`src/rtl/core/r2fft_pkg.sv`:
```
package r2fft_pkg;

    localparam int STAGE_SIZE  = 64;
    localparam int HALF_SIZE   = STAGE_SIZE / 2;
    localparam int STORE_DEPTH = 32;
    localparam int ROM_POINTS  = 64;
    localparam int SLOT_W      = $clog2(STORE_DEPTH);
    localparam int WORD_W      = 32;

    localparam logic [SLOT_W-1:0] LAST_SLOT = SLOT_W'(HALF_SIZE - 1);

    typedef enum logic [1:0] {
        CMD_FILL      = 2'd0,
        CMD_BFLY      = 2'd1,
        CMD_BFLY_LAST = 2'd2
    } cmd_kind_t;

    typedef struct packed {
        cmd_kind_t          kind;
        logic [SLOT_W-1:0]  slot;
        logic signed [15:0] re;
        logic signed [15:0] im;
    } cmd_t;

    typedef struct packed {
        logic              we;
        logic [SLOT_W-1:0] waddr;
        logic [WORD_W-1:0] wdata;
        logic              re;
        logic [SLOT_W-1:0] raddr;
    } store_req_t;

    typedef logic [SLOT_W-1:0] tw_idx_tab_t [STORE_DEPTH];

    function automatic tw_idx_tab_t make_tw_idx();
        tw_idx_tab_t t;
        for (int i = 0; i < STORE_DEPTH; i++)
        begin
            t[i] = SLOT_W'((i * ROM_POINTS) / STAGE_SIZE);
        end
        return t;
    endfunction

    // ROM index per slot: k * 64 / N
    localparam tw_idx_tab_t TW_IDX = make_tw_idx();

    // cos(2*pi*i/64), i = 0..16, Q1.15
    localparam logic signed [15:0] QCOS [17] = '{
        16'sd32767, 16'sd32610, 16'sd32138, 16'sd31357, 16'sd30274, 16'sd28899,
        16'sd27246, 16'sd25330, 16'sd23170, 16'sd20788, 16'sd18205, 16'sd15447,
        16'sd12540, 16'sd9512,  16'sd6393,  16'sd3212,  16'sd0
    };

    function automatic logic signed [15:0] tw_cos(logic [SLOT_W-1:0] k);
        logic [SLOT_W-1:0] ri;
        ri = TW_IDX[k];
        if (ri <= 5'd16)
            return QCOS[ri];
        else
            return 16'(-QCOS[5'(6'd32 - {1'b0, ri})]);
    endfunction

    function automatic logic signed [15:0] tw_sin(logic [SLOT_W-1:0] k);
        logic [SLOT_W-1:0] ri;
        ri = TW_IDX[k];
        if (ri <= 5'd16)
            return QCOS[5'(5'd16 - ri)];
        else
            return QCOS[5'(ri - 5'd16)];
    endfunction

    function automatic logic signed [15:0] sat16(logic signed [16:0] v);
        if (v[16] != v[15])
            return v[16] ? 16'sh8000 : 16'sh7fff;
        else
            return v[15:0];
    endfunction

    // round half up of v / 2^15, then saturate
    function automatic logic signed [15:0] round_q15(logic signed [32:0] v);
        logic signed [32:0] b;
        logic signed [17:0] q;
        b = v + 33'sd16384;
        q = 18'(b >>> 15);
        if (q > 18'sd32767)
            return 16'sh7fff;
        else if (q < -18'sd32768)
            return 16'sh8000;
        else
            return q[15:0];
    endfunction

endpackage

```
`src/rtl/core/r2fft_ram.sv`:
```
module r2fft_ram #(
    parameter int WIDTH = 32,
    parameter int DEPTH = 32
) (
    input  logic                     clk,
    input  logic                     we,
    input  logic [$clog2(DEPTH)-1:0] waddr,
    input  logic [WIDTH-1:0]         wdata,
    input  logic                     re,
    input  logic [$clog2(DEPTH)-1:0] raddr,
    output logic [WIDTH-1:0]         rdata
);

    logic [WIDTH-1:0] mem [DEPTH];
    logic [WIDTH-1:0] rdata_reg;

    always_ff @(posedge clk)
    begin
        if (we)
            mem[waddr] <= wdata;
        if (re)
            rdata_reg <= mem[raddr];
    end

    assign rdata = rdata_reg;

endmodule

```
`src/rtl/core/r2fft_front.sv`:
```
module r2fft_front (
    input  logic                 clk,
    input  logic                 rst_n,
    input  logic                 push,
    output logic                 full,
    input  logic signed [15:0]   sample_re,
    input  logic signed [15:0]   sample_im,
    output logic                 cmd_valid,
    output r2fft_pkg::cmd_t      cmd,
    input  logic                 cmd_pop
);

    logic                           phase_reg, phase_next;
    logic [r2fft_pkg::SLOT_W-1:0]   slot_reg, slot_next;
    logic [1:0]                     cnt_reg, cnt_next;
    r2fft_pkg::cmd_t                q_reg [2];
    r2fft_pkg::cmd_t                q_next [2];
    r2fft_pkg::cmd_t                cmd_in;
    logic                           accept;
    logic [1:0]                     wpos;

    assign full      = (cnt_reg == 2'd2);
    assign accept    = push && !full;
    assign cmd_valid = (cnt_reg != 2'd0);
    assign cmd       = q_reg[0];

    always_comb
    begin
        cmd_in.slot = slot_reg;
        cmd_in.re   = sample_re;
        cmd_in.im   = sample_im;
        if (!phase_reg)
            cmd_in.kind = r2fft_pkg::CMD_FILL;
        else if (slot_reg == r2fft_pkg::LAST_SLOT)
            cmd_in.kind = r2fft_pkg::CMD_BFLY_LAST;
        else
            cmd_in.kind = r2fft_pkg::CMD_BFLY;
    end

    always_comb
    begin
        phase_next = phase_reg;
        slot_next  = slot_reg;
        if (accept)
        begin
            if (slot_reg == r2fft_pkg::LAST_SLOT)
            begin
                phase_next = !phase_reg;
                slot_next  = '0;
            end
            else
            begin
                slot_next = slot_reg + 1'b1;
            end
        end
    end

    always_comb
    begin
        q_next   = q_reg;
        cnt_next = cnt_reg + {1'b0, accept} - {1'b0, cmd_pop};
        wpos     = cnt_reg - {1'b0, cmd_pop};
        if (cmd_pop)
            q_next[0] = q_reg[1];
        if (accept)
            q_next[wpos[0]] = cmd_in;
    end

    always_ff @(posedge clk or negedge rst_n)
    begin
        if (!rst_n)
        begin
            phase_reg <= 1'b0;
            slot_reg  <= '0;
            cnt_reg   <= 2'd0;
        end
        else
        begin
            phase_reg <= phase_next;
            slot_reg  <= slot_next;
            cnt_reg   <= cnt_next;
        end
    end

    always_ff @(posedge clk)
    begin
        q_reg <= q_next;
    end

endmodule

```
`src/rtl/core/r2fft_back.sv`:
```
module r2fft_back (
    input  logic                                clk,
    input  logic                                rst_n,
    input  logic                                cmd_valid,
    input  r2fft_pkg::cmd_t                     cmd,
    output logic                                cmd_pop,
    output r2fft_pkg::store_req_t               store_req,
    input  logic [r2fft_pkg::WORD_W-1:0]        store_rdata,
    input  logic                                res_pop,
    output logic                                res_empty,
    output logic signed [15:0]                  res_re,
    output logic signed [15:0]                  res_im,
    output logic                                res_tw,
    output logic                                res_last
);

    typedef enum logic [5:0] {
        ST_IDLE   = 6'b000001,
        ST_BF     = 6'b000010,
        ST_TW_RD  = 6'b000100,
        ST_TW_M1  = 6'b001000,
        ST_TW_M2  = 6'b010000,
        ST_TW_OUT = 6'b100000
    } state_t;

    typedef struct packed {
        logic signed [15:0] re;
        logic signed [15:0] im;
        logic               tw;
        logic               last;
    } res_t;

    state_t                         state_reg, state_next;
    logic [r2fft_pkg::SLOT_W-1:0]   slot_reg, slot_next;
    logic [r2fft_pkg::SLOT_W-1:0]   k_reg, k_next;
    logic                           blast_reg, blast_next;
    logic signed [15:0]             xr_reg, xr_next;
    logic signed [15:0]             xi_reg, xi_next;
    logic signed [15:0]             c_reg, s_reg;
    logic signed [31:0]             p_ac_reg, p_bs_reg, p_bc_reg, p_as_reg;
    logic [1:0]                     rcnt_reg, rcnt_next;
    res_t                           rq_reg [2];
    res_t                           rq_next [2];
    res_t                           res_in;
    logic                           res_push;
    logic                           res_space;
    logic [1:0]                     rwpos;
    logic signed [15:0]             pr, pi;
    logic signed [15:0]             sum_re, sum_im, dif_re, dif_im;

    assign pr = store_rdata[15:0];
    assign pi = store_rdata[31:16];

    assign sum_re = r2fft_pkg::sat16({pr[15], pr} + {xr_reg[15], xr_reg});
    assign sum_im = r2fft_pkg::sat16({pi[15], pi} + {xi_reg[15], xi_reg});
    assign dif_re = r2fft_pkg::sat16({pr[15], pr} - {xr_reg[15], xr_reg});
    assign dif_im = r2fft_pkg::sat16({pi[15], pi} - {xi_reg[15], xi_reg});

    assign res_space = (rcnt_reg != 2'd2);

    always_comb
    begin
        state_next = state_reg;
        slot_next  = slot_reg;
        k_next     = k_reg;
        blast_next = blast_reg;
        xr_next    = xr_reg;
        xi_next    = xi_reg;
        cmd_pop    = 1'b0;
        store_req  = '0;
        res_push   = 1'b0;
        res_in     = '0;
        unique case (state_reg)
            ST_IDLE:
            begin
                if (cmd_valid)
                begin
                    cmd_pop = 1'b1;
                    if (cmd.kind == r2fft_pkg::CMD_FILL)
                    begin
                        store_req.we    = 1'b1;
                        store_req.waddr = cmd.slot;
                        store_req.wdata = {cmd.im, cmd.re};
                    end
                    else
                    begin
                        store_req.re    = 1'b1;
                        store_req.raddr = cmd.slot;
                        slot_next       = cmd.slot;
                        xr_next         = cmd.re;
                        xi_next         = cmd.im;
                        blast_next      = (cmd.kind == r2fft_pkg::CMD_BFLY_LAST);
                        state_next      = ST_BF;
                    end
                end
            end
            ST_BF:
            begin
                if (res_space)
                begin
                    store_req.we    = 1'b1;
                    store_req.waddr = slot_reg;
                    store_req.wdata = {dif_im, dif_re};
                    res_push        = 1'b1;
                    res_in          = '{re: sum_re, im: sum_im, tw: 1'b0, last: !blast_reg};
                    k_next          = '0;
                    state_next      = blast_reg ? ST_TW_RD : ST_IDLE;
                end
            end
            ST_TW_RD:
            begin
                store_req.re    = 1'b1;
                store_req.raddr = k_reg;
                state_next      = ST_TW_M1;
            end
            ST_TW_M1:
            begin
                state_next = ST_TW_M2;
            end
            ST_TW_M2:
            begin
                state_next = ST_TW_OUT;
            end
            ST_TW_OUT:
            begin
                if (res_space)
                begin
                    res_push = 1'b1;
                    res_in.re = r2fft_pkg::round_q15({p_ac_reg[31], p_ac_reg}
                                                     + {p_bs_reg[31], p_bs_reg});
                    res_in.im = r2fft_pkg::round_q15({p_bc_reg[31], p_bc_reg}
                                                     - {p_as_reg[31], p_as_reg});
                    res_in.tw   = 1'b1;
                    res_in.last = (k_reg == r2fft_pkg::LAST_SLOT);
                    if (k_reg == r2fft_pkg::LAST_SLOT)
                    begin
                        state_next = ST_IDLE;
                    end
                    else
                    begin
                        k_next     = k_reg + 1'b1;
                        state_next = ST_TW_RD;
                    end
                end
            end
            default:
            begin
                state_next = ST_IDLE;
            end
        endcase
    end

    always_comb
    begin
        rq_next   = rq_reg;
        rcnt_next = rcnt_reg + {1'b0, res_push} - {1'b0, res_pop};
        rwpos     = rcnt_reg - {1'b0, res_pop};
        if (res_pop)
            rq_next[0] = rq_reg[1];
        if (res_push)
            rq_next[rwpos[0]] = res_in;
    end

    assign res_empty = (rcnt_reg == 2'd0);
    assign res_re    = rq_reg[0].re;
    assign res_im    = rq_reg[0].im;
    assign res_tw    = rq_reg[0].tw;
    assign res_last  = rq_reg[0].last;

    always_ff @(posedge clk or negedge rst_n)
    begin
        if (!rst_n)
        begin
            state_reg <= ST_IDLE;
            k_reg     <= '0;
            rcnt_reg  <= 2'd0;
        end
        else
        begin
            state_reg <= state_next;
            k_reg     <= k_next;
            rcnt_reg  <= rcnt_next;
        end
    end

    always_ff @(posedge clk)
    begin
        slot_reg  <= slot_next;
        blast_reg <= blast_next;
        xr_reg    <= xr_next;
        xi_reg    <= xi_next;
        rq_reg    <= rq_next;
        if (state_reg == ST_TW_RD)
        begin
            c_reg <= r2fft_pkg::tw_cos(k_reg);
            s_reg <= r2fft_pkg::tw_sin(k_reg);
        end
        if (state_reg == ST_TW_M1)
        begin
            p_ac_reg <= pr * c_reg;
            p_bs_reg <= pi * s_reg;
        end
        if (state_reg == ST_TW_M2)
        begin
            p_bc_reg <= pi * c_reg;
            p_as_reg <= pr * s_reg;
        end
    end

endmodule

```
`src/rtl/core/radix2_dif_fft_stage_core.sv`:
```
// channel   signals                                   word
// input     push, full, sample_re, sample_im          one complex sample
// result    pop, empty, result_re, result_im,         sum or twiddled difference
//           is_twiddled, last
//
// Fill sample: store write. Butterfly sample: store read, then write-back.
// Per twiddled word (N/2 after a frame's last sample): ST_TW_RD, ST_TW_M1, ST_TW_M2,
// ST_TW_OUT, set by the two-multiplier sequence on the single delay-store read port.
// Reset clears queues and sequencer; the delay store is not cleared.
// A 2-word command queue and a 2-word result queue let input and output stall apart.
module radix2_dif_fft_stage_core (
    input  logic                clk,
    input  logic                rst_n,
    input  logic                push,
    output logic                full,
    input  logic signed [15:0]  sample_re,
    input  logic signed [15:0]  sample_im,
    output logic                empty,
    input  logic                pop,
    output logic signed [15:0]  result_re,
    output logic signed [15:0]  result_im,
    output logic                is_twiddled,
    output logic                last
);

    logic                                cmd_valid;
    r2fft_pkg::cmd_t                     cmd;
    logic                                cmd_pop;
    r2fft_pkg::store_req_t               store_req;
    logic [r2fft_pkg::WORD_W-1:0]        store_rdata;
    logic                                res_pop;

    assign res_pop = pop && !empty;

    r2fft_front u_front (
        .clk       (clk),
        .rst_n     (rst_n),
        .push      (push),
        .full      (full),
        .sample_re (sample_re),
        .sample_im (sample_im),
        .cmd_valid (cmd_valid),
        .cmd       (cmd),
        .cmd_pop   (cmd_pop)
    );

    r2fft_back u_back (
        .clk         (clk),
        .rst_n       (rst_n),
        .cmd_valid   (cmd_valid),
        .cmd         (cmd),
        .cmd_pop     (cmd_pop),
        .store_req   (store_req),
        .store_rdata (store_rdata),
        .res_pop     (res_pop),
        .res_empty   (empty),
        .res_re      (result_re),
        .res_im      (result_im),
        .res_tw      (is_twiddled),
        .res_last    (last)
    );

    r2fft_ram #(
        .WIDTH (r2fft_pkg::WORD_W),
        .DEPTH (r2fft_pkg::STORE_DEPTH)
    ) u_store (
        .clk   (clk),
        .we    (store_req.we),
        .waddr (store_req.waddr),
        .wdata (store_req.wdata),
        .re    (store_req.re),
        .raddr (store_req.raddr),
        .rdata (store_rdata)
    );

endmodule
```
`config.mk`:
```
export PLATFORM = sky130hd
export DESIGN_NAME = radix2_dif_fft_stage_core
export DESIGN_NICKNAME = d
export VERILOG_FILES = /design/src/rtl/core/r2fft_pkg.sv /design/src/rtl/core/r2fft_ram.sv /design/src/rtl/core/r2fft_front.sv /design/src/rtl/core/r2fft_back.sv /design/src/rtl/core/radix2_dif_fft_stage_core.sv
export SDC_FILE = /design/constraint.sdc
export NUM_CORES = 2
export LEC_CHECK = 0
export BUFFER_PORTS_ARGS = -buffer_cell sky130_fd_sc_hd__buf_4
export CORE_MARGIN = 2
export CORE_UTILIZATION = 50
export CTS_CLUSTER_DIAMETER = 50
export CTS_CLUSTER_SIZE = 20
export DETAILED_ROUTE_END_ITERATION = 10
export PLACE_DENSITY = 0.7
export RECOVER_POWER = 25
export SLEW_MARGIN = 0
export SYNTH_ARGS = -nofsm -noshare
export SYNTH_HDL_FRONTEND = slang
export SYNTH_HIERARCHICAL = 1
export SYNTH_SLANG_ARGS = --single-unit
export TNS_END_PERCENT = 20
```
`constraint.sdc`:
```
create_clock -name clk -period 7.01 [get_ports clk]
set_input_delay 1.0515 -clock clk [delete_from_list [all_inputs] [get_ports clk]]
set_output_delay 1.0515 -clock clk [all_outputs]
set_load 0.05 [all_outputs]
```
Word-level counts from Yosys, hierarchy flattened
Memories as Yosys holds them, arrays and structs flattened. A register that Yosys moved wholly into a read port is not among the register bits.
Cells that the tools add are included.
Widths: inputs -> output; s select.
{ "op_classes": {"add_sub_neg": 20, "n_mul": 4, "magnitude_cmp": 14, "eq_ne": 20, "n_mux": 63, "n_bitwise": 8, "reduce_logical": 17} }
{ "op_table": {"columns": ["op", "n"], "rows": [
  ["$mux 16", 22],
  ["$mux 34", 4],
  ["$mul 16x16->32", 4],
  ["$bwmux 78", 1],
  ["$mux 39", 2],
  ["$mux 78", 1],
  ["$mux 38", 2],
  ["$pmux 38 s2", 1],
  ["$bwmux 68", 1],
  ["$mux 68", 1],
  ["$pmux 34 s2", 1],
  ["$add 33x16->33 const B", 2],
  ["$mux 44", 1],
  ["$demux 39 s1", 1],
  ["$gt 18x16->1 const B", 2],
  ["$lt 18x16->1 const B", 2],
  ["$pmux 6 s6", 1],
  ["$add 16x16->17", 2],
  ["$demux 34 s1", 1],
  ["$sub 16x16->17", 2],
  ["$add 32x32->33", 1],
  ["$sub 32x32->33", 1],
  ["$ge 6x6->1 const B", 5],
  ["$mux 5", 6],
  ["other kinds (39)", 79]
]} }
{ "word_totals": {"register_bits": 365, "ramBits": 1024, "mem_bits_ro": 2208, "input_bits": 36, "out_inout_bits": 36, "elab_cells": 184, "memories": 6} }
{ "memory_table": {"columns": ["name", "depth", "width", "read_ports", "rd_clocked_by_memory_dff", "wr", "line", "text"], "rows": [
  ["u_store.mem", 32, 32, 1, 1, 1, "r2fft_ram.sv:14", "logic [WIDTH-1:0] mem [DEPTH];"],
  ["(name not given)", 32, 16, 1, 0, 0, "r2fft_pkg.sv:60", "return 16'(-QCOS[5'(6'd32 - {1'b0, ri})]);"],
  ["(name not given)", 32, 16, 1, 0, 0, "r2fft_pkg.sv:67", "return QCOS[5'(5'd16 - ri)];"],
  ["(name not given)", 32, 16, 1, 0, 0, "r2fft_pkg.sv:69", "return QCOS[5'(ri - 5'd16)];"],
  ["(name not given)", 32, 16, 1, 0, 0, "r2fft_pkg.sv:58", "return QCOS[ri];"],
  ["(name not given)", 32, 5, 1, 0, 0, "r2fft_pkg.sv:65", "ri = TW_IDX[k];"]
]} }

Longest topological paths before layout
{ "logic_depth": {"word_depth": 11, "ltp_mapped": 26, "mapped_depth_nobuf": 25} }

Cells and area by module
The synthesis kept the hierarchy.
{ "modules_own_cells": {"columns": ["mod", "instances", "cells_per_inst", "area_each_um2", "seq_area_each_um2"], "rows": [
  ["r2fft_back", 1, 6073, 56482.9, 7943.9],
  ["r2fft_ram", 1, 2260, 40805.4, 31710.4],
  ["r2fft_front", 1, 298, 3636.0, 2152.1],
  ["radix2_dif_fft_stage_core", 1, 1, 13.8, 0.0]
]} }

Least setup slack after synthesis
OpenSTA, ideal clock, no wires.
{ "synth_timing": {"path_type": "reg-to-reg", "start": "register u_store.rdata_reg[14] (netlist: u_store/rdata[14]), read port of u_store.mem", "end": "register u_back.p_as_reg[30] (data pin)", "setup_time_ns": 0.258, "arrival_ns": 6.054, "t_required_ns": 6.752, "slack_ns": 0.699, "path_stages_with_launch": 23, "n_path_buf": 1, "period_less_slack_ns": 6.311, "cell_sequence": "edfxtp_1 -> clkbuf_1 -> nand2_1 -> fa_1 -> fa_1 -> inv_1 -> fa_1 -> fa_1 -> fa_1 -> inv_1 -> fa_1 -> inv_1 -> ha_1 -> a21o_1 -> a21o_1 -> a2111oi_0 -> o21ai_0 -> a211oi_1 -> a211oi_1 -> nor3b_1 -> o21bai_1 -> a21oi_1 -> xnor2_1"} }
{ "synth_via": {"elab_chain_len": 1} }
{ "synth_lines": {"columns": ["item", "line", "text"], "rows": [
  ["from (decl)", "r2fft_ram.sv:15", "logic [WIDTH-1:0] rdata_reg;"],
  ["$mul 16x16->32", "r2fft_back.sv:206", "p_as_reg <= pr * s_reg;"],
  ["to (signal assigned)", "r2fft_back.sv:206", null],
  ["to (decl)", "r2fft_back.sv:40", "logic signed [31:0] p_ac_reg, p_bs_reg, p_bc_reg, p_as_reg;"]
]} }
Every way passes these cells.
A chain may end at the register's enable or synchronous reset.

Worst setup path after layout
{ "layout_timing": {"start": "register u_store.rdata_reg[11] (netlist: u_store/rdata[11]), read port of u_store.mem", "end": "register u_back.p_as_reg[30] (data pin)"} }
The elaborated chain is that of the path after synthesis.

==> qor.yml <==
finish:
  finalNonFillerCells: 11400
  synthToLayoutAreaGrowth_pct: 8.98
  largest_reg_flops: 1024
  fill_cells: 16900
  drive_gt1_frac: 0.0759
  nNetsFinal: 10200
  final_util: 0.549
  regMostFlops: "u_store/mem"
route:
  via_per_inst: 5.66
  vias: 64600
  antenna_left: 0
  drt-total-wl_um: 252000
  drt_pass1_iterations: 8
  wl_per_cell_um: 22.1
  initialDrtViolationCount: 5420
  route.detailed.drc: 0
grt:
  grtUsageMet1: 0.320
  grt_overflow: 0
  grt_pass1_wl_um: 392000
  grt_pass1_vias: 67400
  use_met2: 0.416
  use_met3: 0.0330
  grt_start_max_net_pins: 109
  antenna_found_initial: 4
  busiest_layer: "met2"
  grt.total_usage: 0.250
timing:
  finalCriticalPeriod_ps: 6780
  fin_setup_tns_ps: 0
  fin_crit_sh: 0.967
  slew_viol_final: 368
  worst_slew_pin_slew_ps: 4560
  rsz0062_at_grt: "true"
  fmax_ghz: 0.148
  hold_viol: 0
  slew_headroom: -2.04
  clock_skew_ps: 68.6
  setup_viol: 0
synthesis:
  synth-simple-area-share: 0.0927
  synthAdderAreaFrac: 0.269
  synth_enable_flop_cells: 1326
  ys_top_cells_by_area: "edfxtp_1 (39%), fa_1 (20%), ha_1 (6.6%)"
  syn_inst: 8632
  synth_top_area_frac: 0.394
  synth_seq_cells: 1420
  post_synth_mux_area_share: 0.0567
  yosysTopAreaCell: "edfxtp_1"
  synthArstFlopShare: 0.0148
  ys.flop_type: "edfxtp_1"
  synth_top_family_by_area: "adder cells"
  yosysWarningCount: 6
  synth_most_common_cell: "edfxtp_1"
  ys_seq_area_frac: 0.414
  postSynthAreaPerCell_um2: 11.7
  synthesis.nets: 10200
  synthDistinctLibCells: 106
  synth_area_um2: 101000
  synth-xor-area-share: 0.0199
  synth-compound-area-share: 0.0766
  synthTopCellsByCount: "edfxtp_1 (1326), inv_1 (1267), fa_1 (1020), nand2_1 (767), mux2i_1 (567)"
floorplanning:
  fp.coreArea_um2: 200000
  floorplan.die.width_um: 453
  die_y_um: 453
  die-area_um2: 205000
  ioPinCount: 72
  std_cell_rows: 164
  start_util: 0.504
clocking:
  hold_buffers: 0
  clk-insertion-delay-late_ps: 830
  clk_pin_slew_worst_paths_ps: 80
  cts_sinks: 1420
  root_buffer: "clkbuf_16"
  cts_buffers: 145
  cts_tree: "done"
  clockBufferDepth: 3
  cts_htree_levels: 4
place:
  dp.final_hpwl_um: 179000
  place.gp.congestion: 0.914
  placed_cells: 11100
  numPortBuffers: 71
run_status:
  status: "finished with violations"
  violations: "max-capacitance violations, max-slew violations"
setup_path:
  cp_cell_sequence: "buf_4 -> and2_1 -> fa_1 -> inv_1 -> fa_1 -> inv_1 -> fa_1 -> fa_1 -> fa_1 -> inv_1 -> fa_1 -> inv_1 -> ha_1 -> a21o_1 -> a2111oi_2 -> buf_4 -> o21ai_0 -> a211oi_2 -> a211oi_1 -> nor3b_1 -> o21bai_1 -> a21oi_1 -> xnor2_1"
  worstPathArrival_ps: 7280
  critPathKind: "register to register"
  start_kind: "register"
  worstSetupPathDepth: 23
  reg2regPathDepth: 23
  endpoint_kind: "register"
  critical-path-top-delay-family: "adder cells"
  rrSetupSlack_ps: 230
  max_stage_delay_ps: 550
  worst-path-max-fanout: 14
  path_buf_inv: 6
  required_ps: 7520
  cp_slowest_cell: "fa_1"
  worst_path_most_repeated_cell: "fa_1"
hold_path:
  whs_path_depth: 1
  hold_path.class: "input pin to register"
run:
  drv_cap: 11
## what timing repair did
item | in CTS | in global routing
gates resized for setup | 1 | 10
gates cloned | 0 | 0
setup endpoints to repair | 1 | 13
pin swaps | 0 | 0
buffers inserted | 3 | 0
## per-layer routing
| layer | vias up | share of wire | wire [um] |
|---|---|---|---|
| met5 | - | 0.000052 | 13 |
| met4 | 2 | 0.059 | 14900 |
| met3 | 549 | 0.064 | 16200 |
| met2 | 2306 | 0.48 | 122000 |
| met1 | 32700 | 0.39 | 98800 |
| li1 | 29000 | - | - |
## cell type report
cell class | count | area (um^2) | area share
clock inverter | 111 | 1510 | 0.0137
multi-input combinational | 5454 | 52300 | 0.475
clock buffer | 155 | 3690 | 0.0335
inverter | 1268 | 4760 | 0.0433
sequential | 1420 | 41800 | 0.380
timing repair buffer | 345 | 2660 | 0.0242
tap | 2656 | 3320 | 0.0302
antenna | 2 | 5.00 | 0.0000455
## kinds of logic (layout without fill, tap and decap cells)
logic type / Yosys count / in the layout
and+or+nand+nor: 1921 / 1921
buffers and inverters: 1758 / 1879
adders and majority gates: 1555 / 1555
DFF: 1420 / 1420
AOI/OAI and AO/OA: 1178 / 1178
muxes: 571 / 571
xor gates and xnor gates: 229 / 229
other: 0 / 2
## path summary, 6_finish.rpt
path	startpoint	endpoint
max	u_store/rdata[11]	u_back/p_as_reg[30]
min	sample_re[5]	register
max reg2reg	u_store/rdata[11]	u_back/p_as_reg[30]
min reg2reg	u_front/cmd[34]	u_back/slot_reg[2]
max in group asynchronous	rst_n	u_back/state_reg[4]
min in group asynchronous	rst_n	u_front/cnt_reg[1]
## layout by cell type (no fill, tap or decap), types with 27 or more instances in the layout
master and count:
nor2b_1 45, clkbuf_16 145, a21o_1 70, a21oi_1 393, nor3_1 71, dfxtp_1 73
nor2_1 193, clkbuf_1 73, inv_1 1268, a31oi_1 67, and3_1 30, a211oi_1 40
o21ai_2 32, a22o_1 77, o21bai_1 44, buf_4 233, nand2b_1 35, nand3_1 161
edfxtp_1 1326, o22ai_1 27, fa_1 1018, xnor2_1 175, mux2i_1 567, xor2_1 54
o21ai_0 136, and2_1 477, o211ai_1 29, nand2_1 767, a22oi_1 108, ha_1 535
## worst reg2reg max path, stage by stage (launching register included)
cell and delay, ps:
edfxtp_1 490, buf_4 280, and2_1 190, fa_1 550
inv_1 60, fa_1 470, inv_1 50, fa_1 490
fa_1 510, fa_1 490, inv_1 50, fa_1 470
inv_1 40, ha_1 340, a21o_1 200, a2111oi_2 440
buf_4 180, o21ai_0 160, a211oi_2 310, a211oi_1 130
nor3b_1 210, o21bai_1 100, a21oi_1 170, xnor2_1 90
## stage by stage
step	cell area [um^2]	setup WS (ps)	hold slack, ps
CTS	110000	84.9	73.6
finish	110000	234	431
floorplan	101000	699	451
detailed placement	105000	19.2	457
global route	110000	-16.0	388
global placement	105000	-65.6	455
Power is left out: the tool's default activity adds up to more than one toggle a clock period on the data nets, which glitch-free logic cannot reach.
